<file path="config.mk">
export PLATFORM = sky130hd
export DESIGN_NAME = ami_ctrl
export DESIGN_NICKNAME = d
export VERILOG_FILES = /design/src/rtl/core/ami_pkg.sv /design/src/rtl/core/ami_ctrl.sv
export SDC_FILE = /design/constraint.sdc
export NUM_CORES = 1
export LEC_CHECK = 0
export ABC_CLOCK_PERIOD_IN_PS = 1000
export BUFFER_PORTS_ARGS = -buffer_cell sky130_fd_sc_hd__buf_2
export CAP_MARGIN = 20
export CORE_AREA = 2 2 39 41
export CTS_BUF_LIST = sky130_fd_sc_hd__clkbuf_16
export CTS_CLUSTER_SIZE = 16
export DETAILED_ROUTE_END_ITERATION = 6
export DIE_AREA = 0 0 41 43
export PLACE_DENSITY = 0.44
export SLEW_MARGIN = 0
export SYNTH_ARGS = -nofsm -noshare
export SYNTH_HDL_FRONTEND = slang
export SYNTH_SLANG_ARGS = --single-unit
</file>
<file path="constraint.sdc">
create_clock -name clk_i -period 1 [get_ports clk_i]
set_input_delay 0.15 -clock clk_i [delete_from_list [all_inputs] [get_ports clk_i]]
set_output_delay 0.15 -clock clk_i [all_outputs]
set_load 0.02 [all_outputs]
</file>
<file path="src/rtl/core/ami_pkg.sv">
// Shared constants, register indexes and controller/datapath types for the inverse unit.
`default_nettype none

package ami_pkg;

  // Operand geometry
  localparam int unsigned FIELD_BITS = 256;
  localparam int unsigned WORD_W     = 64;
  localparam int unsigned NWORDS     = FIELD_BITS / WORD_W;
  localparam int unsigned CNT_W      = 10;
  localparam int unsigned HCNT_W     = 9;
  localparam int unsigned CFG_IDX_W  = 2;

  // Phase I iteration bound, as a count value
  localparam logic [CNT_W-1:0]  STEP_LIMIT = CNT_W'(2 * FIELD_BITS);
  localparam logic [CNT_W-1:0]  HALF_BASE  = CNT_W'(FIELD_BITS);

  // Modulus reset value: SM2 prime p
  localparam logic [FIELD_BITS-1:0] MODULUS_RESET = {
    64'hFFFF_FFFE_FFFF_FFFF, 64'hFFFF_FFFF_FFFF_FFFF,
    64'hFFFF_FFFF_0000_0000, 64'hFFFF_FFFF_FFFF_FFFF
  };

  // Configuration register indexes
  localparam logic [CFG_IDX_W-1:0] REG_MODULUS_W0 = 2'd0;
  localparam logic [CFG_IDX_W-1:0] REG_MODULUS_W1 = 2'd1;
  localparam logic [CFG_IDX_W-1:0] REG_MODULUS_W2 = 2'd2;
  localparam logic [CFG_IDX_W-1:0] REG_MODULUS_W3 = 2'd3;

  // Datapath operations issued by the controller
  typedef enum logic [2:0] {
    OP_NOP,
    OP_LOAD,
    OP_STEP,
    OP_REDUCE,
    OP_NEGATE,
    OP_HALVE,
    OP_PUBLISH
  } ami_op_e;

  typedef struct packed {
    ami_op_e op;
  } ami_cmd_t;

  typedef struct packed {
    logic v_zero;   // v has reached zero
    logic cnt_max;  // phase I step bound reached
    logic h_done;   // no halvings left
  } ami_stat_t;

endpackage

`default_nettype wire

</file>
<file path="src/rtl/core/ami_ctrl.sv">
// Controller: sequences load, phase I steps, reduction, halvings and result hand-off.
`default_nettype none

module ami_ctrl (
  input  wire logic             clk_i,
  input  wire logic             rst_ni,
  input  wire logic             in_valid_i,
  output logic                  in_ready_o,
  output logic                  out_valid_o,
  input  wire logic             out_ready_i,
  input  wire ami_pkg::ami_stat_t stat_i,
  output ami_pkg::ami_cmd_t     cmd_o
);
  import ami_pkg::*;

  typedef enum logic [2:0] {
    ST_IDLE,
    ST_STEP,
    ST_REDUCE,
    ST_NEGATE,
    ST_HALVE
  } state_e;

  state_e state_q, state_d;
  logic   out_valid_q, out_valid_d;
  logic   out_free;

  // Result register can take a new beat when empty or being drained
  assign out_free = !out_valid_q || out_ready_i;

  // Next state and command decode
  always_comb begin
    state_d     = state_q;
    cmd_o.op    = OP_NOP;
    out_valid_d = out_valid_q && !out_ready_i;
    case (state_q)
      ST_IDLE: begin
        if (in_valid_i) begin
          cmd_o.op = OP_LOAD;
          state_d  = ST_STEP;
        end
      end
      ST_STEP: begin
        if (stat_i.v_zero || stat_i.cnt_max) begin
          state_d = ST_REDUCE;
        end else begin
          cmd_o.op = OP_STEP;
        end
      end
      ST_REDUCE: begin
        cmd_o.op = OP_REDUCE;
        state_d  = ST_NEGATE;
      end
      ST_NEGATE: begin
        cmd_o.op = OP_NEGATE;
        state_d  = ST_HALVE;
      end
      ST_HALVE: begin
        if (!stat_i.h_done) begin
          cmd_o.op = OP_HALVE;
        end else if (out_free) begin
          cmd_o.op    = OP_PUBLISH;
          out_valid_d = 1'b1;
          state_d     = ST_IDLE;
        end
      end
      default: state_d = ST_IDLE;
    endcase
  end

  // State and output-valid register
  always_ff @(posedge clk_i or negedge rst_ni) begin
    if (!rst_ni) begin
      state_q     <= ST_IDLE;
      out_valid_q <= 1'b0;
    end else begin
      state_q     <= state_d;
      out_valid_q <= out_valid_d;
    end
  end

  assign in_ready_o  = (state_q == ST_IDLE);
  assign out_valid_o = out_valid_q;

endmodule

`default_nettype wire

</file>
==> impl_metrics.csv <==
group,metric,value,unit
worst_setup_path,crit_chain,"nor4b_4 -> a21oi_2 -> o22ai_2 -> buf_6",
timing,fin_ws,-0.369,ns
floorplanning,ios,12,
power,leakage,0.249,nW
timing,period_share,137,%
logic_synthesis,synth_compound_area_share,19.4,%
global_routing,antenna_found_initial,0,
logic_synthesis,yosys.area.top_type,"dfrtp_1",
global_routing,grt_start_max_net_pins,7,
global_routing,use_met3,4.71,%
floorplanning,die_width,41,um
routing,drtIter0Drc,0,
floorplanning,initial_core_util,18.6,%
logic_synthesis,ys_seq_area_share,38.8,%
placed_design,post_dp_cell_area,384,um^2
timing,timing.slew.headroom,83.9,%
placed_design,place_inst,61,
routing,detail-route-antenna-nets,0,
logic_synthesis,synth_xor_area_share,0,%
worst_hold_path,hold_path_class,"input pin to flop",
global_routing,grt_pass1_vias,247,
routing,wl_per_cell,9.75,um
worst_setup_path,cp-end-kind,"primary output",
timing,rsz0062_at_grt,"true",
floorplanning,rows,14,
logic_synthesis,synth_top_family_by_area,"simple AND/OR/NAND/NOR gates",
cells_and_area,final_common_cell,"buf_2",
clock_network,clk_latency,0.23,ns
routing,wirelength,663,um
floorplanning,die_area,0.00176,mm^2
timing,hold_viol_final,0,
clock_network,clk_path_buf_depth,2,
logic_synthesis,synthMuxAreaShare,0,%
timing,clock_skew,0.00126,ns
power,ir_drop,1640,uV
floorplanning,core-area,0.00138,mm^2
logic_synthesis,synthTopCellsByArea,"dfrtp_1, nor2_1, o21ai_0",
logic_synthesis,synthDistinctLibCells,18,
worst_setup_path,cp-start-kind,"flop",
status,violations,"negative setup slack",
logic_synthesis,synth-simple-area-share,36.9,%
placed_design,place_ws,-0.196,ns
timing,setup_viol,5,
worst_setup_path,r2r.worst_path.cells,4,
worst_hold_path,min_delay_path_depth,3,
global_routing,top_usage_layer,"met2",
worst_setup_path,crit_path_max_incr_delay,0.43,ns
logic_synthesis,syn_inst,32,
worst_setup_path,crit_slowest_cell,"dfrtp_2",
routing,dr.pass1.iters,1,
clock_network,cts_buffers,3,
worst_setup_path,worst-setup-path-type,"flop to primary output",
timing,tightest_slew,0.241,ns
worst_setup_path,critPathBufInv,1,
cells_and_area,antenna_cells,0,
cells_and_area,final-instance-count-excl-fill,68,
routing,drc,0,
global_routing,grt_use_met1,9.00,%
worst_setup_path,path_depth,4,
worst_setup_path,cp_max_fo,4,
cells_and_area,layout.nets,60,
cells_and_area,final_cell_mix,"buf_2, nor2_1, buf_6",
logic_synthesis,synth_fp_nets,39,
clock_network,clk_pin_slew_worst_paths,0.03,ns
status,status,"finished, violations left",
logic_synthesis,yosysTopAreaCellShare,38.8,%
power,p_total,2.08,mW
power,power_density,3800,mW/mm^2
worst_setup_path,cp_data_arrival_time,1.22,ns
timing,finalSetupTns,-1.51,ns
global_routing,grt-ovfl-total,0,
clock_network,cts_root_buf,"clkbuf_16",
timing,slew_viol_final,0,
logic_synthesis,yosys.area_share.adder,0,%
timing,fin_crit,1.37,ns
clock_network,cts_htree_levels,1,
worst_setup_path,crit_family,"flip-flops",
global_routing,grt_pass1_wl,979,um
logic_synthesis,avgSynthCellArea,8.05,um^2
clock_network,cts_sinks,4,
logic_synthesis,synth_warnings,0,
global_routing,track_usage,9.14,%
worst_setup_path,cp.required,0.85,ns
placed_design,io_buffers,11,
timing,max_freq,730,MHz
global_routing,grt.met2_usage,13.1,%
logic_synthesis,syn-cell-area,258,um^2
routing,vias,283,
routing,detail_route.vias_per_cell,4.16,
clock_network,cts_tree,"yes",
floorplanning,die_h,43,um
cells_and_area,finalInstanceArea,547,um^2
logic_synthesis,synth-seq-cells,4,
placed_design,hpwlAfterDp,478,um
job,drv_cap,0,
cells_and_area,syn_to_final_growth,112,%
cells_and_area,drive_gt1_share,69.2,%
placed_design,gp_congestion,0.681,
[registers in the layout, summed over array words and instances (netlist names)]
signal / cells
state_q: 3
out_valid_o: 1
[logic make-up after synthesis]
logic type / Yosys count
buffers and inverters: 3
and+or+nand+nor: 17
DFF: 4
AOI/OAI and AO/OA: 8
[synth_stat cells]
library cell and count:
o22ai_1 1, inv_1 1, nand3b_1 1, nand2_1 4, dfrtp_1 4, buf_2 1, o21ai_0 3, nor2_1 6
nand2b_1 1, or3_4 1, o21ba_2 1, or2_2 1, a21oi_2 1, and2_1 1, nor4b_2 1, inv_2 1
a21oi_1 2, nor3_1 1
[where the power goes]
| group | internal, mW | total [mW] | switching, mW |
|---|---|---|---|
| Combinational | 0.590 | 1.12 | 0.526 |
| Sequential | 0.242 | 0.325 | 0.0832 |
| Clock | 0.517 | 0.636 | 0.120 |
[cell type report]
type | count | area (um^2)
flip-flops and latches | 4 | 104
clock inverters | 1 | 3.75
multi-input cells | 25 | 205
well taps | 16 | 20.0
fillers | 145 | 837
inverters | 2 | 7.51
repair buffers | 17 | 131
clock buffers | 3 | 75.1
[final timing paths]
kind | startpoint | to | slack (ns)
setup / recovery | state_q[1]$_DFFE_PN0P_ | cmd_o[1] | -0.37
hold / removal | stat_i[0] | out_valid_o$_DFF_PN0_ | 0.25
setup reg to reg | state_q[1]$_DFFE_PN0P_ | state_q[1]$_DFFE_PN0P_ | -0.21
hold reg to reg | out_valid_o$_DFF_PN0_ | out_valid_o$_DFF_PN0_ | 0.55
max in group asynchronous | rst_ni | state_q[1]$_DFFE_PN0P_ | 0.60
min in group asynchronous | rst_ni | state_q[2]$_DFFE_PN0P_ | 0.26
[what timing repair did]
action,in CTS,in global routing
buffers inserted,0,2
endpoints found under the setup margin,5,7
gates resized for setup,10,8
hold buffers,1,0
hold endpoints to repair,4,0
pin swaps,0,4
[worst register-to-register path: stages, from the launching register on]
cell	delay (ns)
dfrtp_2	0.43
buf_6	0.15
buf_6	0.11
or3_4	0.32
a21oi_2	0.13
[metrics by stage]
step	utilization (%)	hold WS [ns]
2_1_floorplan	-	-0.146
3_3_place_gp	27.8	-0.0410
3_5_place_dp	27.8	-0.0389
4_1_cts	36.2	0.230
5_1_grt	39.5	0.292
6_report	39.5	0.248
[metal layers]
metal | wire length (um) | part of all wire (%)
met1 | 276 | 42
met2 | 341 | 51
met3 | 44 | 6.6
met4 | 0 | 0
met5 | 0 | 0
Power figures use the tool's default switching activity.
